==> src/design/gbmc_pkg.sv <==
// shared types, constants and helpers of the gamepad binding mapper
package gbmc_pkg;

	localparam int LOGICAL_COUNT = 12;
	localparam int BUTTON_COUNT  = 128;
	localparam int AXIS_COUNT    = 6;

	localparam int BTN_W      = 128;
	localparam int BTN_IDX_W  = 7;
	localparam int AXIS_W     = 16;
	localparam int STEP_W     = $clog2(LOGICAL_COUNT + 1);
	localparam int OUT_STEP_W = 4;

	localparam logic [STEP_W-1:0] TRIGGER_STEP_A = STEP_W'(6);
	localparam logic [STEP_W-1:0] TRIGGER_STEP_B = STEP_W'(7);
	localparam logic [STEP_W-1:0] STEP_LAST      = STEP_W'(LOGICAL_COUNT);

	localparam logic [15:0] THRESHOLD_RESET = 16'd4096;

	localparam logic [31:0] HAT_CENTER = 32'hFFFF_FFFF;
	localparam logic [31:0] HAT_RECIP  = 32'd3909374676; // floor(2^47 / 36000)
	localparam int          HAT_SHIFT  = 47;
	localparam logic [16:0] HAT_TURN   = 17'd36000;
	localparam logic [16:0] HAT_UL     = 17'd31500;
	localparam logic [16:0] HAT_UR     = 17'd4500;
	localparam logic [16:0] HAT_DR     = 17'd13500;
	localparam logic [16:0] HAT_DL     = 17'd22500;

	typedef enum logic [1:0] {
		KIND_BUTTON,
		KIND_AXIS_POS,
		KIND_AXIS_NEG
	} kind_t;

	typedef struct packed {
		kind_t              kind;
		logic [BTN_IDX_W-1:0] idx;
		logic [AXIS_W-1:0]  base;
	} binding_t;

	typedef logic [AXIS_COUNT-1:0][AXIS_W-1:0] axis_arr_t;
	typedef binding_t [LOGICAL_COUNT-1:0] table_t;

	// one classified snapshot on its way from front to back
	typedef struct packed {
		logic                 op;
		logic [BTN_W-1:0]     buttons;
		axis_arr_t            axes;
		logic                 hat_live;
		logic [3:0]           dpad;
		logic                 any_btn;
		logic [BTN_IDX_W-1:0] first_btn;
	} item_t;

	typedef struct packed {
		logic full;
		logic empty;
	} qstat_t;

	function automatic binding_t default_binding(input int i);
		binding_t b;
		b.kind = KIND_BUTTON;
		b.idx  = BTN_IDX_W'(i);
		b.base = '0;
		return b;
	endfunction

endpackage

==> src/design/gbmc_front.sv <==
// front end: takes snapshots, finds the first pressed button and decodes the hat
module gbmc_front (
	input  logic                    clk,
	input  logic                    arst_n,
	input  logic                    push,
	output logic                    full,
	input  logic                    operation,
	input  logic [63:0]             buttons_low,
	input  logic [63:0]             buttons_high,
	input  gbmc_pkg::axis_arr_t     axes,
	input  logic [31:0]             pov_angle,
	input  gbmc_pkg::qstat_t        q_stat,
	output logic                    q_wr,
	output gbmc_pkg::item_t         q_item
);
	import gbmc_pkg::*;

	logic                 v_s1, v_s2;
	logic                 en1, en2;
	logic                 op_s1;
	logic [BTN_W-1:0]     btn_s1;
	axis_arr_t            axes_s1;
	logic [31:0]          pov_s1;
	logic [63:0]          prod_s1;
	logic                 any_s1;
	logic [BTN_IDX_W-1:0] first_s1;
	item_t                item_s2;

	logic [BTN_W-1:0]     btn_in;
	logic [BTN_IDX_W-1:0] first_c;
	logic [16:0]          quot;
	logic [32:0]          qmul;
	logic [31:0]          rem_raw;
	logic [16:0]          rem;
	logic [16:0]          ang;
	logic [3:0]           dpad_c;

	assign en2  = !v_s2 || !q_stat.full;
	assign en1  = !v_s1 || en2;
	assign full = !en1;
	assign q_wr = v_s2 && !q_stat.full;
	assign q_item = item_s2;

	// buttons past the count never show up downstream
	always_comb begin
		btn_in = {buttons_high, buttons_low};
		for (int b = 0; b < BTN_W; b++) begin
			if (b >= BUTTON_COUNT) begin
				btn_in[b] = 1'b0;
			end
		end
	end

	// lowest pressed button wins
	always_comb begin
		first_c = '0;
		for (int b = BTN_W - 1; b >= 0; b--) begin
			if (btn_in[b]) begin
				first_c = BTN_IDX_W'(b);
			end
		end
	end

	// quotient from the reciprocal is exact or one short, so one correction
	always_comb begin
		quot    = prod_s1[HAT_SHIFT +: 17];
		qmul    = quot * HAT_TURN[15:0];
		rem_raw = pov_s1 - qmul[31:0];
		rem     = rem_raw[16:0];
		ang     = (rem >= HAT_TURN) ? rem - HAT_TURN : rem;
		dpad_c  = '0;
		if (pov_s1 != HAT_CENTER) begin
			dpad_c[0] = (ang >= HAT_UL) || (ang <= HAT_UR);
			dpad_c[1] = (ang >= HAT_UR) && (ang <= HAT_DR);
			dpad_c[2] = (ang >= HAT_DR) && (ang <= HAT_DL);
			dpad_c[3] = (ang >= HAT_DL) && (ang <= HAT_UL);
		end
	end

	always_ff @(posedge clk or negedge arst_n) begin
		if (!arst_n) begin
			v_s1 <= 1'b0;
			v_s2 <= 1'b0;
		end else begin
			if (en1) begin
				v_s1 <= push;
			end
			if (en2) begin
				v_s2 <= v_s1;
			end
		end
	end

	always_ff @(posedge clk) begin
		if (en1 && push) begin
			op_s1    <= operation;
			btn_s1   <= btn_in;
			axes_s1  <= axes;
			pov_s1   <= pov_angle;
			prod_s1  <= pov_angle * HAT_RECIP;
			any_s1   <= |btn_in;
			first_s1 <= first_c;
		end
		if (en2 && v_s1) begin
			item_s2.op        <= op_s1;
			item_s2.buttons   <= btn_s1;
			item_s2.axes      <= axes_s1;
			item_s2.hat_live  <= (pov_s1 != HAT_CENTER);
			item_s2.dpad      <= dpad_c;
			item_s2.any_btn   <= any_s1;
			item_s2.first_btn <= first_s1;
		end
	end

endmodule

==> config.mk <==
export PLATFORM = sky130hd
export DESIGN_NAME = gbmc_front
export DESIGN_NICKNAME = d
export VERILOG_FILES = /design/src/design/gbmc_pkg.sv /design/src/design/gbmc_front.sv
export SDC_FILE = /design/constraint.sdc
export NUM_CORES = 1
export LEC_CHECK = 0
export ABC_AREA = 1
export BUFFER_PORTS_ARGS = -buffer_cell sky130_fd_sc_hd__buf_2
export CORE_MARGIN = 10
export CORE_UTILIZATION = 63
export DETAILED_ROUTE_END_ITERATION = 7
export GPL_TIMING_DRIVEN = 0
export PLACE_DENSITY_LB_ADDON = 0.2
export SYNTH_ARGS = -nofsm -noshare
export SYNTH_HDL_FRONTEND = slang
export SYNTH_SLANG_ARGS = --single-unit
==> constraint.sdc <==
create_clock -name clk -period 20.8 [get_ports clk]
set_input_delay 1.04 -clock clk [delete_from_list [all_inputs] [get_ports clk]]
set_output_delay 1.04 -clock clk [all_outputs]
set_load 0.02 [all_outputs]
==> key figures <==
Floorplanning
  – CORE AREA: 0.0516 mm^2
  – Die W: 249 um
  – Die Y: 249 um
  – Cell row count: 83
  – Io pins: 502
  – Full die area: 0.0621 mm^2
  – Starting Density: 64.1%

STA
  – Slew HR: 17.1%
  – RSZ-0062 raised after global routing: false
  – Final Skew: 0.0221 ns
  – Final slew viol count: 0
  – Setup TNS: 0 ns
  – Final hold vios: 0
  – Worst Tran Pin Value: 1.23 ns
  – Final Critical Period: 8.15 ns
  – Setup-failing EPs final: 0
  – Worst Setup Slack, final: 12.65 ns
  – Fin crit share: 39.2%
  – Fmax: 123 MHz

Worst setup path
  – CP required: 21.14 ns
  – Setup slack, reg-to-reg: 14.37 ns
  – Critical path class: in2reg
  – Critical path startpoint category: primary input
  – Critical path fanouts, max: 3
  – Critical path capture point type: flop
  – Worst path max stage delay: 0.12 ns
  – Crit-path most repeated cell: nand2_1
  – Crit path DAT: 8.49 ns
  – Slowest-stage cell, CP: buf_2

Synthesis
  – Synthesized area: 0.0331 mm^2
  – Dominant cells by area after synthesis: edfxtp_1 (47%), fa_1 (18%), ha_1 (15%)
  – Post-synth ARST share: 0.387%
  – Syn Inst Count: 2,639
  – Synth cell types: 42
  – Syn nets: 3,597
  – Ys Warns: 0
  – Share of the synthesized area in the top cell type: 46.8%
  – Most used DFF post-synth: edfxtp_1
  – EDFF count, synth: 515
  – Register bit total from synthesis: 517
  – Sequential fraction of the synthesis area: 46.9%
  – Leading area contributor after synthesis: edfxtp_1
  – Mean Syn Cell Area: 12.5 um^2

Global route
  – Vias in the first global route: 23,600
  – Largest net degree at the start of global routing: 129
  – GRT Resource Usage Total: 29.2%
  – First-pass GRT wire length: 139,000 um
  – Initial antenna violation count: 23
  – GRT overflow: 0

Final layout
  – P&R area growth vs syn: 15.9%
  – Commonest non-fill, non-tap cells in the layout: inv_1 (587), edfxtp_1 (515), buf_2 (500)
  – Most common cell after layout, fill and taps aside: inv_1
  – Storage cell area: 0.0155 mm^2
  – NumNets Final: 4,158
  – Multi-input gate area: 0.0148 mm^2
  – Share of cells above drive strength 1: 19.4%
  – # fillers: 3,220

Clock tree
  – Root Buffer: clkbuf_16
  – Clock Path Buffers: 3
  – CTS tree: yes
  – Cts hold-fix bufs: 0
  – CTS Buf Count: 48
  – CTS H-tree lvls: 2
  – Post-CTS setup buffer count: 0
  – Clock latency on the worst-skew pair: 0.60 ns
  – Clock-pin slew on the worst setup and hold paths: 0.06 ns
  – Resized Gates After CTS: 0
  – Clock sinks: 517

Place
  – IO buf count: 500
  – Post-DP HPWL: 71,200 um
  – Pre-CTS setup slack: 12.67 ns
  – Placer Congestion: 0.906

Route
  – Vias: 22,100
  – Iteration-0 DRC Markers: 1,742
  – Total wire length: 91,300 um
  – WL per Instance: 23.2 um
  – Total iterations of the first detailed-routing run: 6
  – Post-route ant nets: 0
  – DR vias/cell: 5.60
  – DR DRC count: 0

Flow run
  – Max-capacitance violation count: 0

Status
  – Status: finished, final reports clean

Worst hold path
  – Worst hold path type: in2async
-- metal layers --
| layer | vias to the layer above | GRT usage (%) | part of all wire (%) |
|---|---|---|---|
| met3 | 211 | 4.94 | 7.5 |
| met4 | 8 | 11.0 | 3.8 |
| li1 | 9788 | - | - |
| met2 | 1080 | 53.7 | 53 |
| met5 | - | 0 | 0.059 |
| met1 | 11000 | 33.4 | 35 |
-- sequential cells by signal, summed over array words and instances, names as in the netlist --
| name | count |
|---|---|
| v_s2 | 1 |
| prod_s1 | 12 |
| axes_s1 | 96 |
| v_s1 | 1 |
| pov_s1 | 32 |
| op_s1 | 1 |
| btn_s1 | 128 |
| first_s1 | 7 |
| q_item | 238 |
| any_s1 | 1 |
-- cell families after synthesis --
| group | Yosys count | synth area share, % |
|---|---|---|
| compound gates | 183 | 3.26 |
| xor+xnor | 60 | 1.59 |
| fa+ha+maj | 696 | 33.0 |
| buf+inv | 623 | 8.40 |
| flops | 517 | 46.9 |
| simple gates | 560 | 6.79 |
-- cell usage after synthesis, drive strengths merged (2+ instances only) --
cell     count
a2111oi      2
a211oi       6
a21boi       2
a21o         2
a21oi       81
a311oi       2
a31oi        8
a41oi        3
bufinv      32
dfrtp        2
edfxtp     515
fa         296
ha         400
inv        591
nand2      316
nand3       18
nand4       14
nor2       165
nor3        30
nor4         7
o21a         5
o21ai       46
o21bai       8
o221a        2
o221ai       3
o311ai       2
o31ai        6
or2          5
xnor2       22
xor2        38
-- critical path, delay by kind of cell --
family                 cells  cell delay (ns)
and+or+nand+nor          125             7.19
buffers and inverters      2             0.16
AOI/OAI and AO/OA          1             0.05
-- per-stage QoR --
step | cells | hold WS [ns] | util, % | area [um^2]
final | 3938 | 0.233 | 74.3 | 38300
after global placement | 3819 | 0.400 | 70.6 | 36400
after floorplan | 2639 | 0.400 | - | 33100
after detailed placement | 3830 | 0.405 | 71.1 | 36700
after CTS | 3920 | 0.207 | 74.2 | 38300
after global routing | 3933 | 0.215 | 74.2 | 38300
-- worst paths after layout --
kind,from,endpoint,depth (start not counted)
max in group asynchronous,arst_n,v_s1,1
min,arst_n,v_s2,1
max reg2reg,prod_s1[47],q_item[8],28
min in group clk,first_s1[4],q_item[4],0
max,buttons_high[62],first_s1[0],128
min reg2reg,first_s1[4],q_item[4],0
-- layout make-up --
cell class / instances / area share [%]
inverters: 623 / 7.27
flip-flops and latches: 517 / 40.5
repair buffers: 511 / 7.18
clock buffers: 55 / 3.20
diodes: 18 / 0.118
clock inverters: 35 / 0.950
well taps: 680 / 2.22
multi-input cells: 1499 / 38.6
Power is left out: the tool's default activity adds up to more than one toggle a clock period on the data nets, which glitch-free logic cannot reach.
