--- src/design/gbmc_pkg.sv ---
// shared types, constants and helpers of the gamepad binding mapper
package gbmc_pkg;

	localparam int LOGICAL_COUNT = 12;
	localparam int BUTTON_COUNT  = 128;
	localparam int AXIS_COUNT    = 6;

	localparam int BTN_W      = 128;
	localparam int BTN_IDX_W  = 7;
	localparam int AXIS_W     = 16;
	localparam int STEP_W     = $clog2(LOGICAL_COUNT + 1);
	localparam int OUT_STEP_W = 4;

	localparam logic [STEP_W-1:0] TRIGGER_STEP_A = STEP_W'(6);
	localparam logic [STEP_W-1:0] TRIGGER_STEP_B = STEP_W'(7);
	localparam logic [STEP_W-1:0] STEP_LAST      = STEP_W'(LOGICAL_COUNT);

	localparam logic [15:0] THRESHOLD_RESET = 16'd4096;

	localparam logic [31:0] HAT_CENTER = 32'hFFFF_FFFF;
	localparam logic [31:0] HAT_RECIP  = 32'd3909374676; // floor(2^47 / 36000)
	localparam int          HAT_SHIFT  = 47;
	localparam logic [16:0] HAT_TURN   = 17'd36000;
	localparam logic [16:0] HAT_UL     = 17'd31500;
	localparam logic [16:0] HAT_UR     = 17'd4500;
	localparam logic [16:0] HAT_DR     = 17'd13500;
	localparam logic [16:0] HAT_DL     = 17'd22500;

	typedef enum logic [1:0] {
		KIND_BUTTON,
		KIND_AXIS_POS,
		KIND_AXIS_NEG
	} kind_t;

	typedef struct packed {
		kind_t              kind;
		logic [BTN_IDX_W-1:0] idx;
		logic [AXIS_W-1:0]  base;
	} binding_t;

	typedef logic [AXIS_COUNT-1:0][AXIS_W-1:0] axis_arr_t;
	typedef binding_t [LOGICAL_COUNT-1:0] table_t;

	// one classified snapshot on its way from front to back
	typedef struct packed {
		logic                 op;
		logic [BTN_W-1:0]     buttons;
		axis_arr_t            axes;
		logic                 hat_live;
		logic [3:0]           dpad;
		logic                 any_btn;
		logic [BTN_IDX_W-1:0] first_btn;
	} item_t;

	typedef struct packed {
		logic full;
		logic empty;
	} qstat_t;

	function automatic binding_t default_binding(input int i);
		binding_t b;
		b.kind = KIND_BUTTON;
		b.idx  = BTN_IDX_W'(i);
		b.base = '0;
		return b;
	endfunction

endpackage

--- src/design/gbmc_back.sv ---
// back end: calibration state, binding tables and the result register
module gbmc_back (
	input  logic                         clk,
	input  logic                         arst_n,
	input  gbmc_pkg::qstat_t             q_stat,
	input  gbmc_pkg::item_t              it,
	output logic                         q_rd,
	input  logic [15:0]                  threshold,
	output logic                         empty,
	input  logic                         pop,
	output logic [11:0]                  logical_pressed,
	output logic [3:0]                   dpad_mask,
	output logic                         any_input,
	output logic                         calibrating,
	output logic [3:0]                   calibration_step,
	output logic                         awaiting_release,
	output logic                         mapping_done
);
	import gbmc_pkg::*;

	table_t                         bind_q, work_q, bind_n, work_n;
	axis_arr_t                      base_q, base_n;
	logic                           cal_q, cal_n;
	logic                           bt_q, bt_n;
	logic                           rw_q, rw_n;
	logic [STEP_W-1:0]              step_q, step_n;
	logic                           out_v_q;

	logic                           done_c;
	logic [LOGICAL_COUNT-1:0]       logic_c;
	logic [AXIS_COUNT-1:0]          rel_ok;
	logic signed [17:0]             d    [AXIS_COUNT];
	logic [16:0]                    mag  [AXIS_COUNT];
	logic signed [17:0]             thr_s;
	logic [16:0]                    best;
	logic                           sel_v;
	logic                           found;
	binding_t                       bd;
	binding_t                       ent;
	logic signed [17:0]             bd_d;
	logic [AXIS_W-1:0]              ax_v;
	logic                           ax_ok;

	assign q_rd  = !q_stat.empty && (!out_v_q || pop);
	assign empty = !out_v_q;
	assign thr_s = $signed({2'b00, threshold});

	always_comb begin
		for (int a = 0; a < AXIS_COUNT; a++) begin
			d[a]      = $signed({2'b00, it.axes[a]}) - $signed({2'b00, base_q[a]});
			mag[a]    = d[a][17] ? 17'(-d[a]) : d[a][16:0];
			rel_ok[a] = (mag[a] <= {1'b0, threshold});
		end
	end

	// calibration step for one beat
	always_comb begin
		bind_n = bind_q;
		work_n = work_q;
		base_n = base_q;
		cal_n  = cal_q;
		bt_n   = bt_q;
		rw_n   = rw_q;
		step_n = step_q;
		done_c = 1'b0;
		found  = 1'b0;
		bd     = default_binding(0);
		best   = {1'b0, threshold};
		sel_v  = 1'b0;
		if (it.op) begin
			cal_n  = 1'b1;
			bt_n   = 1'b0;
			rw_n   = 1'b1;
			step_n = '0;
			base_n = '0;
			for (int i = 0; i < LOGICAL_COUNT; i++) begin
				work_n[i] = default_binding(i);
			end
		end else if (cal_q) begin
			if (!bt_q) begin
				if (!it.any_btn) begin
					base_n = it.axes;
					bt_n   = 1'b1;
					rw_n   = 1'b0;
				end
			end else if (rw_q) begin
				if (!it.any_btn && (&rel_ok)) begin
					rw_n = 1'b0;
				end
			end else begin
				if (it.any_btn) begin
					found    = 1'b1;
					bd.kind  = KIND_BUTTON;
					bd.idx   = it.first_btn;
					bd.base  = '0;
				end else if (step_q == TRIGGER_STEP_A || step_q == TRIGGER_STEP_B) begin
					// largest deviation past the threshold, lowest axis on ties
					for (int a = 0; a < AXIS_COUNT; a++) begin
						if (mag[a] > best) begin
							best    = mag[a];
							sel_v   = 1'b1;
							bd.kind = d[a][17] ? KIND_AXIS_NEG : KIND_AXIS_POS;
							bd.idx  = BTN_IDX_W'(a);
							bd.base = base_q[a];
						end
					end
					found = sel_v;
				end
				if (found) begin
					for (int i = 0; i < LOGICAL_COUNT; i++) begin
						if (step_q == STEP_W'(i)) begin
							work_n[i] = bd;
						end
					end
					step_n = step_q + 1'b1;
					rw_n   = 1'b1;
					if (step_n == STEP_LAST) begin
						bind_n = work_n;
						cal_n  = 1'b0;
						done_c = 1'b1;
					end
				end
			end
		end
	end

	// mapping against the table as it stands after this beat
	always_comb begin
		logic_c = '0;
		for (int i = 0; i < LOGICAL_COUNT; i++) begin
			ent   = bind_n[i];
			ax_v  = '0;
			ax_ok = 1'b0;
			for (int a = 0; a < AXIS_COUNT; a++) begin
				if (ent.idx == BTN_IDX_W'(a)) begin
					ax_v  = it.axes[a];
					ax_ok = 1'b1;
				end
			end
			bd_d = $signed({2'b00, ax_v}) - $signed({2'b00, ent.base});
			unique case (ent.kind)
				KIND_BUTTON:   logic_c[i] = it.buttons[ent.idx];
				KIND_AXIS_POS: logic_c[i] = ax_ok && (bd_d > thr_s);
				KIND_AXIS_NEG: logic_c[i] = ax_ok && (bd_d < -thr_s);
				default:       logic_c[i] = 1'b0;
			endcase
		end
		if (it.op) begin
			logic_c = '0;
		end
	end

	always_ff @(posedge clk or negedge arst_n) begin
		if (!arst_n) begin
			for (int i = 0; i < LOGICAL_COUNT; i++) begin
				bind_q[i] <= default_binding(i);
				work_q[i] <= default_binding(i);
			end
			base_q  <= '0;
			cal_q   <= 1'b0;
			bt_q    <= 1'b0;
			rw_q    <= 1'b1;
			step_q  <= '0;
			out_v_q <= 1'b0;
		end else begin
			if (q_rd) begin
				bind_q  <= bind_n;
				work_q  <= work_n;
				base_q  <= base_n;
				cal_q   <= cal_n;
				bt_q    <= bt_n;
				rw_q    <= rw_n;
				step_q  <= step_n;
				out_v_q <= 1'b1;
			end else if (pop) begin
				out_v_q <= 1'b0;
			end
		end
	end

	always_ff @(posedge clk) begin
		if (q_rd) begin
			logical_pressed  <= 12'(logic_c);
			dpad_mask        <= it.op ? 4'b0 : it.dpad;
			any_input        <= (|logic_c) || (!it.op && it.hat_live);
			calibrating      <= cal_n;
			calibration_step <= OUT_STEP_W'(step_n);
			awaiting_release <= cal_n && (!bt_n || rw_n);
			mapping_done     <= done_c;
		end
	end

endmodule

--- config.mk ---
export PLATFORM = sky130hd
export DESIGN_NAME = gbmc_back
export DESIGN_NICKNAME = d
export VERILOG_FILES = /design/src/design/gbmc_pkg.sv /design/src/design/gbmc_back.sv
export SDC_FILE = /design/constraint.sdc
export NUM_CORES = 2
export LEC_CHECK = 0
export ABC_AREA = 1
export BUFFER_PORTS_ARGS = -buffer_cell sky130_fd_sc_hd__clkbuf_2
export CORE_MARGIN = 1.5
export CORE_UTILIZATION = 40
export DETAILED_ROUTE_END_ITERATION = 8
export HOLD_SLACK_MARGIN = 0.08
export PLACE_DENSITY = 0.63
export SKIP_LAST_GASP = 1
export SLEW_MARGIN = 40
export SYNTH_ARGS = -nofsm -noshare
export SYNTH_HDL_FRONTEND = slang
export SYNTH_SLANG_ARGS = --single-unit
--- constraint.sdc ---
create_clock -name clk -period 47.5 [get_ports clk]
set_input_delay 2.375 -clock clk [delete_from_list [all_inputs] [get_ports clk]]
set_output_delay 2.375 -clock clk [all_outputs]
set_load 0.01 [all_outputs]
==> impl_results.md <==
- Worst min-delay path class: flip-flop to flip-flop
- Fmax: around 0.037 GHz
- Worst Hold End: bind_q[99]$_DFFE_PN0P_
- Remaining number of nets flagged by the antenna check after routing: 0
- Max_slew headroom: 31.4%
- Maximum fanout encountered on the critical timing path: between 90 and 100
- Share of final-layout standard cells stronger than drive strength 1: roughly 7.3%
- Port bufs: 283
- Ports placed on the boundary: about 290
- Max Buffers Root-to-Sink: 3
- Clock period minus worst slack: between 20 and 30 ns
- Die Y: roughly 460 µm
- Largest stage delay on the critical path: just under 0.7 ns
- Final Max Tran Viols: 0
- Die Area: about 210000 µm²
- Worst clock skew on the final layout: ~0.058 ns
- Gate Count Post-Synth: 13400
- Cell-internal power: 0.00225 W
- Via count of the first global-routing pass: around 86000
- Most common cell after layout, fill and taps aside: nand2_1
- Total count of hold-check failures in the final report: 0
- Power spent charging and discharging nets: ~0.0032 W
- Number of distinct library cells after synthesis: 75
- Count of warnings emitted by yosys: 0
- Detailed Route Iter0 Violations: about 14000
- Type of the worst setup path: primary input to flip-flop
- Portion of the clock cycle consumed by the worst path in the final layout: between 50% and 60%
- Wire length of the first global-routing pass: between 600000 and 700000 µm
- Number of detailed-routing iterations run before antenna repair: 9
- Data arrival time of the critical path: approximately 27 ns
- Failing checks: design-rule violations
- Part of the total power dissipated in sequential elements: roughly 12%
- Initial antenna violation count: 53
- Area of the mapped netlist: around 84000 µm²
- Total negative setup slack: 0 ns
- Clk slew on worst S/H paths: roughly 0.06 ns
- Proportion of total power due to net switching: around three fifths
- HPWL Detailed: between 300000 and 400000 µm
- Measured slew at the worst slew-check pin: between 1 and 1.5 ns
- Hold Path Depth: 2
- Clk network pwr share: 12.9%
- Effective utilization at floorplan: 40.2%
- Worst supply voltage drop on vdd: between 0.0002 and 0.00025 V
- Clock latency reported for the late side of the worst-skew pair: between 0.8 and 0.9 ns
- Vias after detailed routing: 97600
- Core Box Area: 209000 µm²
- Cell chosen for the clock root: clkbuf_16
- Die outline width: around 460 µm
- # DRC: 50
- Fin nets: 14400
- Total placed instance area: between 80000 and 90000 µm²
- GPL Wtd Cong: 1.10
- Startpoint of the most critical hold path: bind_q[99]$_DFFE_PN0P_
- Routed wire length: between 400000 and 500000 µm
- Type of element capturing the critical path: flip-flop
- Kind of start point of the critical path: primary input
- Most frequent cells in the layout: nand2_1, o21ai_0, inv_1
- Logic gate share of total power: between 70 and 80%
- Number of core rows: about 170
- Vias per cell: 6.06
- CP required: 48.03 ns
- Worst-case reg-to-reg path depth: 127
- H-tree Lvls: 3
- Cts repair resizes: 0
- Clock tree from TritonCTS: yes
- Clock sink count: 710
- Post-synthesis to final-layout area growth: 8.50%
- Buffers inserted by post-CTS timing repair: 0
- R2R setup slack: about 22 ns
- Pin count of the biggest net entering global routing: between 100 and 150
- Flip-flop and latch count after synthesis: 710
- Total congestion overflow: 0
- Critical R2R Launch: base_q[0]$_DFFE_PN0P_
- Number of violations of the max-capacitance limit: 0
- GR Util All Layers: just under 40%
- Synthesized area divided by synthesized cell count: 6.30 µm²
- Post-synth EDFFs: 24
- WL/cell: 26.9 µm
- Share of the yosys chip area belonging to registers: a little over a fifth
- Post-route cell area: 91200 µm²
- Cell type with the highest occurrence count on the critical path: nand2_1
- Main flop type after synthesis: dfrtp_1
- Number of nets produced by synthesis: approximately 15000
- Cell with the biggest individual delay on the critical path: buf_4
- Critical R2R Capture: any_input$_DFFE_PP_
- Post-synth ARST share: between 90 and 100%
- Number of setup violations in the final report: 0
- Post-cts hold buffer count: 0
- P per Cell Area: 59.8 nW/µm²
- Status: complete, but fails checks
- Unrepaired setup endpoints after global routing: no
- TritonCTS buffer count: 86
- LEAKAGE: 44.0 nW
registers in the layout, indices dropped and copies added (netlist names):
register	count
any_input	1
awaiting_release	1
base_q	96
bind_q	300
bt_q	1
cal_q	1
calibrating	1
calibration_step	4
dpad_mask	4
logical_pressed	12
mapping_done	1
out_v_q	1
rw_q	1
step_q	4
work_q	282
worst max path at each step:
stage / startpoint / end / slack, ns / cells past startpoint
final: it[13] / any_input$_DFFE_PP_ / 20.66 / 128
after global routing: it[13] / any_input$_DFFE_PP_ / 18.85 / 127
after global placement: it[13] / any_input$_DFFE_PP_ / 20.07 / 127
after CTS: it[13] / any_input$_DFFE_PP_ / 21.48 / 126
after floorplan: it[13] / any_input$_DFFE_PP_ / 27.20 / 137
after detailed placement: it[13] / any_input$_DFFE_PP_ / 20.72 / 126
power groups by stage:
stage | Sequential, W | Clock, W | Combinational [W]
2_1_floorplan | 0.000669 | 0 | 0.00267
3_3_place_gp | 0.000671 | 0 | 0.00385
3_5_place_dp | 0.000672 | 0 | 0.00390
4_1_cts | 0.000661 | 0.000712 | 0.00392
5_1_grt | 0.000665 | 0.000736 | 0.00449
6_report | 0.000662 | 0.000702 | 0.00409
metal layers:
metal / GRT usage (%) / share of wire (%) / vias up
li1: - / - / 44600
met1: 48.4 / 38 / 45000
met2: 56.1 / 40 / 6248
met3: 12.2 / 12 / 1827
met4: 33.1 / 10 / 50
met5: 0.837 / 0.11 / -
worst max-delay path, delay by kind of cell:
kind	cells	cell delay (ns)
simple gates	74	11.03
fa+ha+maj	10	3.16
compound gates	23	5.24
buf+inv	18	4.53
xor+xnor	3	0.83
cells by family (layout without fill, tap and decap cells):
group,count (synthesis),after routing,share of synthesized area [%]
fa+ha+maj,930,930,14.0
xor+xnor,331,331,3.45
other cells,0,32,0
mux,1,1,0.0119
simple gates,5760,5760,28.0
compound gates,3533,3533,23.5
buf+inv,2086,2001,9.66
flops,710,710,21.3
through the flow:
step / cells / worst slack (ns) / hold WS, ns / power, W / util (%)
after global placement: 15900 / 20.07 / 0.454 / 0.00453 / 42.0
final: 16100 / 20.66 / 0.478 / 0.00546 / 43.6
after detailed placement: 15900 / 20.72 / 0.462 / 0.00457 / 42.1
after global routing: 16100 / 18.85 / 0.494 / 0.00589 / 43.6
after floorplan: 13400 / 27.20 / 0.442 / 0.00334 / -
after CTS: 16100 / 21.48 / 0.479 / 0.00529 / 43.5
layout make-up:
class	count	area (µm²)
well taps	2805	3510
multi-input cells	10600	58400
diodes	32	80.1
clock inverters	31	455
clock buffers	126	2480
flip-flops and latches	710	17900
repair buffers	529	3370
inverters	1315	4970
fillers	22800	118000
synthesized netlist by cell type (128+ instances only):
master	number	area (µm²)
a21oi_1	720	3600
clkbuf_1	576	2160
dfrtp_1	645	16100
ha_1	912	11400
inv_1	1222	4590
nand2_1	3894	14600
nand3_1	688	3440
nand4_1	165	1030
nor2_1	782	2940
o21ai_0	1859	9300
o21bai_1	128	961
o22ai_1	273	1710
xor2_1	278	2430
Power figures use the tool's default switching activity.
