===== src/design/gbmc_pkg.sv =====
// shared types, constants and helpers of the gamepad binding mapper
package gbmc_pkg;

	localparam int LOGICAL_COUNT = 12;
	localparam int BUTTON_COUNT  = 128;
	localparam int AXIS_COUNT    = 6;

	localparam int BTN_W      = 128;
	localparam int BTN_IDX_W  = 7;
	localparam int AXIS_W     = 16;
	localparam int STEP_W     = $clog2(LOGICAL_COUNT + 1);
	localparam int OUT_STEP_W = 4;

	localparam logic [STEP_W-1:0] TRIGGER_STEP_A = STEP_W'(6);
	localparam logic [STEP_W-1:0] TRIGGER_STEP_B = STEP_W'(7);
	localparam logic [STEP_W-1:0] STEP_LAST      = STEP_W'(LOGICAL_COUNT);

	localparam logic [15:0] THRESHOLD_RESET = 16'd4096;

	localparam logic [31:0] HAT_CENTER = 32'hFFFF_FFFF;
	localparam logic [31:0] HAT_RECIP  = 32'd3909374676; // floor(2^47 / 36000)
	localparam int          HAT_SHIFT  = 47;
	localparam logic [16:0] HAT_TURN   = 17'd36000;
	localparam logic [16:0] HAT_UL     = 17'd31500;
	localparam logic [16:0] HAT_UR     = 17'd4500;
	localparam logic [16:0] HAT_DR     = 17'd13500;
	localparam logic [16:0] HAT_DL     = 17'd22500;

	typedef enum logic [1:0] {
		KIND_BUTTON,
		KIND_AXIS_POS,
		KIND_AXIS_NEG
	} kind_t;

	typedef struct packed {
		kind_t              kind;
		logic [BTN_IDX_W-1:0] idx;
		logic [AXIS_W-1:0]  base;
	} binding_t;

	typedef logic [AXIS_COUNT-1:0][AXIS_W-1:0] axis_arr_t;
	typedef binding_t [LOGICAL_COUNT-1:0] table_t;

	// one classified snapshot on its way from front to back
	typedef struct packed {
		logic                 op;
		logic [BTN_W-1:0]     buttons;
		axis_arr_t            axes;
		logic                 hat_live;
		logic [3:0]           dpad;
		logic                 any_btn;
		logic [BTN_IDX_W-1:0] first_btn;
	} item_t;

	typedef struct packed {
		logic full;
		logic empty;
	} qstat_t;

	function automatic binding_t default_binding(input int i);
		binding_t b;
		b.kind = KIND_BUTTON;
		b.idx  = BTN_IDX_W'(i);
		b.base = '0;
		return b;
	endfunction

endpackage


===== src/design/gbmc_queue.sv =====
// four-entry queue of classified snapshots between front and back
module gbmc_queue (
	input  logic              clk,
	input  logic              arst_n,
	input  logic              wr,
	input  gbmc_pkg::item_t   wr_item,
	input  logic              rd,
	output gbmc_pkg::item_t   rd_item,
	output gbmc_pkg::qstat_t  stat
);
	import gbmc_pkg::*;

	localparam int DEPTH = 4;
	localparam int PTR_W = $clog2(DEPTH);

	item_t              mem [DEPTH];
	logic [PTR_W-1:0]   wp_q, rp_q;
	logic [PTR_W:0]     cnt_q;

	assign stat.full  = (cnt_q == (PTR_W + 1)'(DEPTH));
	assign stat.empty = (cnt_q == '0);
	assign rd_item    = mem[rp_q];

	always_ff @(posedge clk or negedge arst_n) begin
		if (!arst_n) begin
			wp_q  <= '0;
			rp_q  <= '0;
			cnt_q <= '0;
		end else begin
			if (wr) begin
				wp_q <= wp_q + 1'b1;
			end
			if (rd) begin
				rp_q <= rp_q + 1'b1;
			end
			if (wr && !rd) begin
				cnt_q <= cnt_q + 1'b1;
			end else if (rd && !wr) begin
				cnt_q <= cnt_q - 1'b1;
			end
		end
	end

	always_ff @(posedge clk) begin
		if (wr) begin
			mem[wp_q] <= wr_item;
		end
	end

endmodule


===== config.mk =====
export PLATFORM = sky130hd
export DESIGN_NAME = gbmc_queue
export DESIGN_NICKNAME = d
export VERILOG_FILES = /design/src/design/gbmc_pkg.sv /design/src/design/gbmc_queue.sv
export SDC_FILE = /design/constraint.sdc
export NUM_CORES = 1
export LEC_CHECK = 0
export ABC_AREA = 1
export BUFFER_PORTS_ARGS = -buffer_cell sky130_fd_sc_hd__buf_2
export CAP_MARGIN = 40
export CORE_ASPECT_RATIO = 1.75
export CORE_UTILIZATION = 30
export CTS_CLUSTER_DIAMETER = 50
export DETAILED_ROUTE_END_ITERATION = 8
export PLACE_DENSITY = 0.52
export REMOVE_ABC_BUFFERS = 1
export SKIP_CTS_REPAIR_TIMING = 1
export SKIP_LAST_GASP = 1
export SYNTH_ARGS = -nofsm -noshare
export SYNTH_HDL_FRONTEND = slang
export SYNTH_SLANG_ARGS = --single-unit
export TNS_END_PERCENT = 100

===== constraint.sdc =====
create_clock -name clk -period 8.4 [get_ports clk]
set_input_delay 1.26 -clock clk [delete_from_list [all_inputs] [get_ports clk]]
set_output_delay 1.26 -clock clk [all_outputs]
set_load 0.05 [all_outputs]

==> flow_summary.rst, run 1 <==
.. list-table::
   :header-rows: 1

   * - Metric
     - Value
   * - Leak
     - 17.8 nW
   * - P per Cell Area
     - 415 nW/um2
   * - DIE AREA
     - 130000 um2
   * - Critical path launch point type
     - flip-flop
   * - Tcrit/Tclk final
     - 56.3%
   * - Port bufs
     - 481
   * - Yosys warns
     - 0
   * - DRC marker count from the first detailed-route iteration
     - 964
   * - Data arrival, critical path
     - 3470 ps
   * - Antenna violations before repair
     - 29
   * - Pin count of the biggest net entering global routing
     - 201
   * - Final instance area
     - 45500 um2
   * - Minimum setup slack after placement
     - 4300 ps
   * - Asr flop ratio synth
     - 0.730%
   * - Critical path peak fanout
     - 177
   * - Post-Route Skew
     - 16.6 ps
   * - RSZ-0062 raised after global routing
     - no
   * - Path category of the worst min-delay check
     - in2async
   * - Global-route wire length before repair
     - 130000 um
   * - Nets
     - 3515
   * - I/O pins
     - 482
   * - Root buffer cell
     - sky130_fd_sc_hd__clkbuf_16
   * - FP Rows
     - 173
   * - Beginning of the worst register-to-register path
     - rp_q[0]
   * - Proportion of netlist area held by the largest area contributor
     - 74.4%
   * - Area of the core
     - 127000 um2
   * - Pwr Total
     - 18.9 mW
   * - Most area-consuming cells after synthesis
     - sky130_fd_sc_hd__edfxtp_1, sky130_fd_sc_hd__o211ai_1, sky130_fd_sc_hd__nand2_1, sky130_fd_sc_hd__inv_1, sky130_fd_sc_hd__o211ai_2
   * - Maximum ir drop on the vdd rail
     - 259 uV
   * - Global placement routability congestion
     - 0.709
   * - Layout overhead on the synthesized area
     - 18.5%
   * - Number of buffers inserted during clock tree synthesis
     - 93
   * - Max-slew violation count
     - 0
   * - Worst slew pin tran
     - 1080 ps
   * - Antenna-violating nets left
     - 0
   * - Cell variety after synth
     - 19
   * - Die outline height
     - 475 um
   * - Number of sinks handled by clock tree synthesis
     - 959
   * - Max Clock Freq
     - 212 MHz
   * - Most used flip-flop cell after synthesis
     - sky130_fd_sc_hd__edfxtp_1
   * - Fraction of the yosys area taken by sequential cells
     - 74.8%
   * - Via count
     - 22.2k
   * - Number of flops mapped to enable cells by yosys
     - 952
   * - Total wire length after detailed routing
     - 86700 um
   * - Hold Fails Final Rpt
     - 0
   * - Via count normalized by instance count
     - 4.42
   * - Hpwl dp
     - 50400 um
   * - Top post-synthesis cells by count
     - sky130_fd_sc_hd__edfxtp_1, sky130_fd_sc_hd__nand2_1, sky130_fd_sc_hd__inv_1, sky130_fd_sc_hd__o211ai_1, sky130_fd_sc_hd__buf_2
   * - Post-Syn Area
     - 38400 um2
   * - Max stage delay cell, worst path
     - sky130_fd_sc_hd__dfrtp_4
   * - Total grt overflow
     - 0
   * - Final core utilization
     - 35.8%
   * - CTS tree
     - built
   * - Critical setup path kind
     - reg2out
   * - Hold WS
     - 416 ps
   * - Reg clk slew, reported paths
     - 60 ps
   * - Cell Count, Final, Fillers Out
     - 5012
   * - Initial standard-cell utilization of the core
     - 30.2%
   * - Max-Slew Margin vs Limit
     - 28.1%
   * - Gate count after technology mapping
     - 2825
   * - Clock insertion delay at the later pin of the skew report
     - 680 ps
   * - Synth Register Bits
     - 959
   * - CP max stage delay
     - 1000 ps
   * - Cell breakdown of the critical path
     - buf_12, buf_4, o211ai_1, nand2_1, buf_2
   * - Area of combinational cells with multiple inputs
     - 6950 um2
   * - Outcome
     - finished, final reports clean
   * - Critical Path End Type
     - output pin
   * - Maximum clock insertion buffer count
     - 3
   * - Average wire per standard cell
     - 17.3 um
   * - X dimension of the die
     - 273 um
   * - Reg-to-reg setup timing slack
     - 5720 ps
   * - Final critical path time including I/O delays and setup
     - 4730 ps
   * - Post-route setup TNS
     - 0 ps
   * - Synthesized area per cell
     - 13.6 um2
   * - Cell area after placement
     - 42500 um2
   * - Final setup violation count
     - 0
   * - Largest area contributor in the netlist
     - sky130_fd_sc_hd__edfxtp_1
   * - Most frequent cell after synthesis
     - sky130_fd_sc_hd__edfxtp_1
   * - Startpoint of the most critical setup path
     - rp_q[0]
   * - H-tree depth reported by CTS
     - 3
   * - WP data required
     - 7140 ps
   * - First-pass detailed-route iteration total
     - 5
   * - Global Route Usage Sum
     - 13.2%
   * - Placed cell count
     - 4834
   * - Smallest setup slack after layout
     - 3670 ps
   * - Vias in the first global route
     - 21.9k
   * - Number of fill cells in the layout
     - 12.2k
   * - Max-cap viol count
     - 0
   * - Total area of sequential cells
     - 28800 um2
   * - Fraction of final layout cells sized beyond drive strength 1
     - 22.3%
   * - DRC violations left
     - 0
-- worst max-delay path, delay by kind of cell (launching register included) --
kind            cells  cell delay (ps)
simple gates        1              130
flops               1             1000
buf+inv             3             1310
compound gates      1              180
-- per-layer routing --
layer	routed length [um]	up-vias	track usage (%)
met2	43000	519	23.0
met5	253	-	0
met4	1900	42	4.55
met3	7230	149	4.94
met1	34400	10700	14.7
li1	-	10700	-
-- layout by cell type (no fill, tap or decap), types with 2 or more instances in the layout --
cell type,n
sky130_fd_sc_hd__xor2_1,3
sky130_fd_sc_hd__clkinv_8,3
sky130_fd_sc_hd__clkinv_1,15
sky130_fd_sc_hd__buf_16,5
sky130_fd_sc_hd__clkbuf_16,93
sky130_fd_sc_hd__o211ai_1,376
sky130_fd_sc_hd__nor3_1,2
sky130_fd_sc_hd__o211ai_2,100
sky130_fd_sc_hd__inv_8,7
sky130_fd_sc_hd__clkinv_16,3
sky130_fd_sc_hd__edfxtp_1,952
sky130_fd_sc_hd__clkinv_4,2
sky130_fd_sc_hd__buf_2,481
sky130_fd_sc_hd__bufinv_16,8
sky130_fd_sc_hd__nand2_1,727
sky130_fd_sc_hd__clkinvlp_4,2
sky130_fd_sc_hd__dfrtp_4,2
sky130_fd_sc_hd__inv_6,3
sky130_fd_sc_hd__clkbuf_1,24
sky130_fd_sc_hd__buf_12,9
sky130_fd_sc_hd__ha_1,5
sky130_fd_sc_hd__diode_2,7
sky130_fd_sc_hd__dfrtp_1,5
sky130_fd_sc_hd__inv_1,483
sky130_fd_sc_hd__clkinv_2,15
sky130_fd_sc_hd__buf_4,12
-- power breakdown --
group,total [mW],internal (mW),switching (mW)
clock network,4.14,2.32,1.82
registers,6.53,6.25,0.280
logic,8.21,1.75,6.46
-- cell families after synthesis --
logic type	share of synthesized area, %
xor+xnor	0.0912
fa+ha+maj	0.215
simple gates	7.16
flops	74.8
compound gates	10.6
buf+inv	7.08
-- worst paths after layout --
check	to	depth (start not counted)
max	rd_item[176]	5
min	wp_q[1]	1
max reg2reg	rp_q[1]	4
min reg2reg	cnt_q[2]	2
max in group asynchronous	rp_q[1]	1
min in group clk	cnt_q[2]	2
-- final cells by class --
type	instances	share of cell area [%]
Tap cell	1662	4.57
Multi-Input combinational cell	1218	15.3
Clock inverter	54	1.34
Sequential cell	959	63.2
Timing Repair Buffer	507	6.18
Inverter	488	4.11
Clock buffer	117	5.31
Antenna cell	7	0.0385
-- flip-flops by register name (all words and copies together) (netlist names) --
signal and count:
mem 952, rp_q 2, wp_q 2, cnt_q 3
(Power assumes the default switching activity.)
==> run 2, diff against run 1 <==
--- a/config.mk
+++ b/config.mk
@@ -12,7 +12,7 @@
 export CORE_UTILIZATION = 30
 export CTS_CLUSTER_DIAMETER = 50
 export DETAILED_ROUTE_END_ITERATION = 8
-export PLACE_DENSITY = 0.52
+export PLACE_DENSITY = 0.53
 export REMOVE_ABC_BUFFERS = 1
 export SKIP_CTS_REPAIR_TIMING = 1
 export SKIP_LAST_GASP = 1
==> constraint.sdc (replaced) <==
create_clock -name clk -period 4.26 [get_ports clk]
set_input_delay 0.639 -clock clk [delete_from_list [all_inputs] [get_ports clk]]
set_output_delay 0.639 -clock clk [all_outputs]
set_load 0.05 [all_outputs]
==> flow_summary.rst, run 2 (same netlist as run 1, synthesis figures left out) <==
.. list-table::
   :header-rows: 1

   * - Metric
     - Value
   * - Hold Fails Final Rpt
     - 0 (unchanged)
   * - Max-cap viol count
     - 0 (unchanged)
   * - Outcome
     - finished, final reports clean
   * - Maximum clock insertion buffer count
     - 3 (unchanged)
   * - Final setup violation count
     - 0 (unchanged)
   * - Number of sinks handled by clock tree synthesis
     - 959 (unchanged)
   * - Smallest setup slack after layout
     - 816 ps (-2860 ps)
   * - CP max stage delay
     - 840 ps (-160 ps)
   * - Initial standard-cell utilization of the core
     - 30.2% (unchanged)
   * - Cell breakdown of the critical path
     - buf_12, o211ai_1, nand2_1, buf_2
   * - Beginning of the worst register-to-register path
     - wp_q[0]
   * - Antenna violations before repair
     - 28 (-3.4%)
   * - Final critical path time including I/O delays and setup
     - 3440 ps
   * - Data arrival, critical path
     - 2800 ps (-670 ps)
   * - Number of cells on the worst reg-to-reg path
     - 5 (+1)
   * - P per Cell Area
     - 816 nW/um2 (+97%)
   * - Critical Path End Type
     - output pin
   * - Minimum setup slack after placement
     - 1470 ps (-2830 ps)
   * - CTS tree
     - built
   * - Pwr Total
     - 37.2 mW (+97%)
   * - RSZ-0062 raised after global routing
     - no
   * - Path category of the worst min-delay check
     - in2reg
   * - Average wire per standard cell
     - 17.8 um (+2.8%)
   * - Via count
     - 22.5k (+1.5%)
   * - Number of flip-flops in the largest register
     - 952 (unchanged)
   * - DRC marker count from the first detailed-route iteration
     - 1206 (+25%)
   * - Leak
     - 17.9 nW (+0.34%)
   * - Critical setup path kind
     - reg2out
   * - Pin count of the biggest net entering global routing
     - 153 (-24%)
   * - Root buffer cell
     - sky130_fd_sc_hd__clkbuf_16
   * - Post-Route Skew
     - 16.8 ps (+0.127 ps)
   * - Die outline height
     - 475 um (unchanged)
   * - Global-route wire length before repair
     - 133000 um (+2.3%)
   * - First-pass detailed-route iteration total
     - 5 (unchanged)
   * - X dimension of the die
     - 273 um (unchanged)
   * - Global Route Usage Sum
     - 13.6% (+0.36 points)
   * - Hpwl dp
     - 54500 um (+8.1%)
   * - I/O pins
     - 482 (unchanged)
   * - Total grt overflow
     - 0 (unchanged)
   * - Top register by number of flip-flops
     - mem
   * - Area of combinational cells with multiple inputs
     - 6950 um2 (unchanged)
   * - Most common library cell in the layout ignoring fill and taps
     - sky130_fd_sc_hd__edfxtp_1
   * - Vias in the first global route
     - 22.0k (+0.050%)
   * - Reg clk slew, reported paths
     - 60 ps (about the same)
   * - Maximum ir drop on the vdd rail
     - 677 uV (+160%)
   * - Fraction of final layout cells sized beyond drive strength 1
     - 22.7% (+0.38 points)
   * - Number of fill cells in the layout
     - 12.2k (-0.42%)
   * - Clock insertion delay at the later pin of the skew report
     - 670 ps (about the same)
   * - DRC violations left
     - 0 (unchanged)
   * - Max-slew violation count
     - 0 (unchanged)
   * - Global placement routability congestion
     - 0.808 (+14%)
   * - Max-Slew Margin vs Limit
     - 34.5% (+6.4 points)
   * - Port bufs
     - 481 (unchanged)
   * - Area of the core
     - 127000 um2 (unchanged)
   * - Total wire length after detailed routing
     - 89500 um (+3.2%)
   * - FP Rows
     - 173 (unchanged)
   * - Critical path capture point
     - rd_item[32]
   * - Hold WS
     - 176 ps (-241 ps)
   * - H-tree depth reported by CTS
     - 3 (unchanged)
   * - Top Registers
     - mem (952), cnt_q (3)
   * - Layout overhead on the synthesized area
     - 18.8%
   * - Antenna-violating nets left
     - 0 (unchanged)
   * - Via count normalized by instance count
     - 4.47 (+1.1%)
   * - Max stage delay cell, worst path
     - sky130_fd_sc_hd__dfrtp_4
   * - Worst slew pin tran
     - 982 ps (-96.1 ps)
   * - Startpoint of the most critical setup path
     - rp_q[0]
   * - Critical path peak fanout
     - 118 (-33%)
   * - Max Clock Freq
     - 290 MHz
   * - Critical path launch point type
     - flip-flop
   * - WP data required
     - 3620 ps (-3520 ps)
   * - Tcrit/Tclk final
     - 80.8%
   * - Reg-to-reg setup timing slack
     - 2060 ps (-3660 ps)
   * - Number of buffers inserted during clock tree synthesis
     - 92 (-1.1%)
   * - Total area of sequential cells
     - 28800 um2 (unchanged)
   * - Commonest cells after routing, fill and taps aside
     - sky130_fd_sc_hd__edfxtp_1, sky130_fd_sc_hd__nand2_1, sky130_fd_sc_hd__inv_1
   * - Reg-to-reg critical path endpoint
     - mem[2][198]
   * - Nets
     - 3535 (+0.57%)
   * - DIE AREA
     - 130000 um2 (unchanged)
## run 2: where the power goes
group	leakage, nW	internal [mW]	switching, mW	total, mW
sequential	8.82	12.3	0.471	12.8
clock	1.42	4.47	3.50	7.97
combinational	7.66	3.60	12.9	16.5
total	17.9	20.4	16.8	37.2
## run 2: layout make-up
class	instances	area share, %
Multi-Input combinational cell	1218	15.2
Inverter	488	4.10
Sequential cell	959	63.0
Clock buffer	106	5.16
Tap cell	1662	4.56
Antenna cell	8	0.0439
Timing Repair Buffer	528	6.63
Clock inverter	63	1.27
## run 2: worst min-delay path by stage
stage,start,end,cells after the start
after floorplan,arst_n,cnt_q[0],0
after CTS,arst_n,cnt_q[0],1
final,rd,rp_q[0],2
after global placement,cnt_q[2],cnt_q[2],2
after global routing,wr_item[232],mem[2][232],1
after detailed placement,arst_n,cnt_q[0],1
## run 2: metrics by stage
step / area (um2) / setup TNS [ps] / util [%] / instances
after floorplan: 37500 / -4838100 / - / 2665
after global placement: 42700 / 0 / 33.6 / 4854
after detailed placement: 42700 / 0 / 33.6 / 4854
after CTS: 45600 / 0 / 35.9 / 5023
after global routing: 45600 / 0 / 35.9 / 5028
final: 45600 / 0 / 35.9 / 5032
## run 2: per-layer routing
layer	GRT usage [%]	share of wire, %	vias to the layer above
li1	-	-	10800
met1	15.9	40	10900
met2	23.2	49	606
met3	4.12	7.3	173
met4	5.17	2.8	44
met5	0	0.31	-
## run 2: critical path: cells and delay by family (launching register included)
| family | cells | cell delay (ps) |
|---|---|---|
| flops | 1 | 840 |
| compound gates | 1 | 310 |
| buf+inv | 2 | 730 |
| simple gates | 1 | 130 |
==> run 3, diff against run 2 <==
==> constraint.sdc (replaced) <==
create_clock -name clk -period 2.8 [get_ports clk]
set_input_delay 0.42 -clock clk [delete_from_list [all_inputs] [get_ports clk]]
set_output_delay 0.42 -clock clk [all_outputs]
set_load 0.05 [all_outputs]
==> flow_summary.rst, run 3 (same netlist as run 1, synthesis figures left out) <==
.. list-table::
   :header-rows: 1

   * - Metric
     - Value
   * - Pwr Total
     - 60.6 mW (+63%)
   * - RSZ-0062 raised after global routing
     - yes
   * - FP Rows
     - 173 (unchanged)
   * - Global Route Usage Sum
     - 13.6% (+0.021 points)
   * - Count of buffering cells on the critical path with inverters included
     - 3 (+1)
   * - Critical Path End Type
     - output pin
   * - Number of buffers inserted during clock tree synthesis
     - 95 (+3.3%)
   * - Top register by number of flip-flops
     - mem
   * - Total grt overflow
     - 0 (unchanged)
   * - DRC violations left
     - 0 (unchanged)
   * - WP data required
     - 2380 ps (-1240 ps)
   * - Max-slew violation count
     - 0 (unchanged)
   * - Cell breakdown of the critical path
     - buf_12, clkbuf_8, o211ai_1, nand2_1, clkbuf_4
   * - Vias in the first global route
     - 22.5k (+2.5%)
   * - First-pass detailed-route iteration total
     - 5 (unchanged)
   * - DRC marker count from the first detailed-route iteration
     - 1083 (-10%)
   * - Reg clk slew, reported paths
     - 60 ps (about the same)
   * - Cell family with the largest share of critical-path delay
     - buffers and inverters
   * - Layout overhead on the synthesized area
     - 29.5%
   * - Maximum ir drop on the vdd rail
     - 1010 uV (+49%)
   * - I/O pins
     - 482 (unchanged)
   * - Root buffer cell
     - sky130_fd_sc_hd__clkbuf_16
   * - Hpwl dp
     - 57100 um (+4.8%)
   * - Initial standard-cell utilization of the core
     - 30.2% (unchanged)
   * - Minimum setup slack after placement
     - 470 ps (-996 ps)
   * - Critical path launch point type
     - flip-flop
   * - Die outline height
     - 475 um (unchanged)
   * - P per Cell Area
     - 1220 nW/um2 (+49%)
   * - Top Registers
     - mem (952), cnt_q (3)
   * - Leak
     - 19.7 nW (+10%)
   * - Area of the core
     - 127000 um2 (unchanged)
   * - Worst slew pin tran
     - 569 ps (-413 ps)
   * - Via count normalized by instance count
     - 4.40 (-1.5%)
   * - Global placement routability congestion
     - 0.734 (-9.1%)
   * - DIE AREA
     - 130000 um2 (unchanged)
   * - Average wire per standard cell
     - 17.4 um (-2.3%)
   * - Maximum clock insertion buffer count
     - 3 (unchanged)
   * - H-tree depth reported by CTS
     - 3 (unchanged)
   * - Number of flip-flops in the largest register
     - 952 (unchanged)
   * - Hold Fails Final Rpt
     - 0 (unchanged)
   * - Antenna violations before repair
     - 10 (-64%)
   * - X dimension of the die
     - 273 um (unchanged)
   * - Critical path peak fanout
     - 53 (-55%)
   * - Clock insertion delay at the later pin of the skew report
     - 670 ps (about the same)
   * - Smallest setup slack after layout
     - 52.2 ps (-764 ps)
   * - Port bufs
     - 481 (unchanged)
   * - Nets
     - 3846 (+8.8%)
   * - Tcrit/Tclk final
     - 98.1%
   * - Path category of the worst min-delay check
     - in2reg
   * - Most common library cell in the layout ignoring fill and taps
     - sky130_fd_sc_hd__edfxtp_1
   * - Post-Route Skew
     - 21.3 ps (+4.49 ps)
   * - CP max stage delay
     - 500 ps (-340 ps)
   * - Fraction of final layout cells sized beyond drive strength 1
     - 23.2% (+0.55 points)
   * - Via count
     - 23.5k (+4.6%)
   * - CTS tree
     - built
   * - Critical setup path kind
     - reg2out
   * - Max-cap viol count
     - 0 (unchanged)
   * - Global-route wire length before repair
     - 134000 um (+0.36%)
   * - Max Clock Freq
     - 364 MHz
   * - Post-route setup TNS
     - 0 ps (unchanged)
   * - Outcome
     - finished, final reports clean
   * - Final critical path time including I/O delays and setup
     - 2750 ps
   * - Final setup violation count
     - 0 (unchanged)
   * - Max stage delay cell, worst path
     - sky130_fd_sc_hd__dfrtp_4
   * - Max-Slew Margin vs Limit
     - 62.0% (+28 points)
   * - Number of sinks handled by clock tree synthesis
     - 959 (unchanged)
   * - Pin count of the biggest net entering global routing
     - 129 (-16%)
   * - Antenna-violating nets left
     - 0 (unchanged)
   * - Hold WS
     - 26.4 ps (-149 ps)
   * - Commonest cells after routing, fill and taps aside
     - sky130_fd_sc_hd__edfxtp_1, sky130_fd_sc_hd__nand2_1, sky130_fd_sc_hd__inv_1
   * - Total wire length after detailed routing
     - 92900 um (+3.8%)
   * - Data arrival, critical path
     - 2330 ps (-470 ps)
run 3: area by class of cell:
type | count | area, um2
Inverter | 488 | 1870
Clock inverter | 65 | 703
Antenna cell | 7 | 17.5
Tap cell | 1662 | 2080
Timing Repair inverter | 1 | 8.76
Clock buffer | 112 | 2500
Timing Repair Buffer | 835 | 6850
Sequential cell | 959 | 28800
Multi-Input combinational cell | 1218 | 6950
Fill cell | 11900 | 77300
run 3: where the power goes:
group / switching [mW] / total, mW / internal, mW
Sequential: 0.601 / 19.3 / 18.7
Combinational: 20.5 / 28.4 / 7.90
Clock: 5.53 / 12.9 / 7.41
Total: 26.6 / 60.6 / 34.0
run 3: metrics by stage:
stage                     utilization [%]  instance area [um2]  cells
after floorplan                         -                37500   2665
after global placement               34.2                43500   4911
after global routing                 39.2                49700   5345
after CTS                            36.7                46700   5088
after detailed placement             34.2                43500   4911
final                                39.2                49800   5347
run 3: worst paths after layout:
kind	depth (start not counted)	slack [ps]	start	to
hold / removal	2	30	wr	wp_q[0]
max in group asynchronous	2	2460	arst_n	rp_q[1]
min in group asynchronous	2	150	arst_n	cnt_q[2]
hold reg to reg	2	510	cnt_q[2]	cnt_q[2]
setup / recovery	5	50	rp_q[0]	rd_item[211]
setup reg to reg	5	830	wp_q[0]	mem[0][229]
run 3: layer usage:
layer,track usage (%),vias up,routed length [um]
li1,-,11500,-
met5,0,-,52
met3,3.81,111,5590
met2,23.8,549,47200
met1,15.8,11400,38200
met4,4.67,8,1840
run 3: worst register-to-register path, stage by stage, from the launching register on:
cell and delay (ps):
sky130_fd_sc_hd__dfrtp_1 430, sky130_fd_sc_hd__inv_1 100, sky130_fd_sc_hd__ha_1 140, sky130_fd_sc_hd__nand2_1 120, sky130_fd_sc_hd__inv_8 430, sky130_fd_sc_hd__buf_4 410
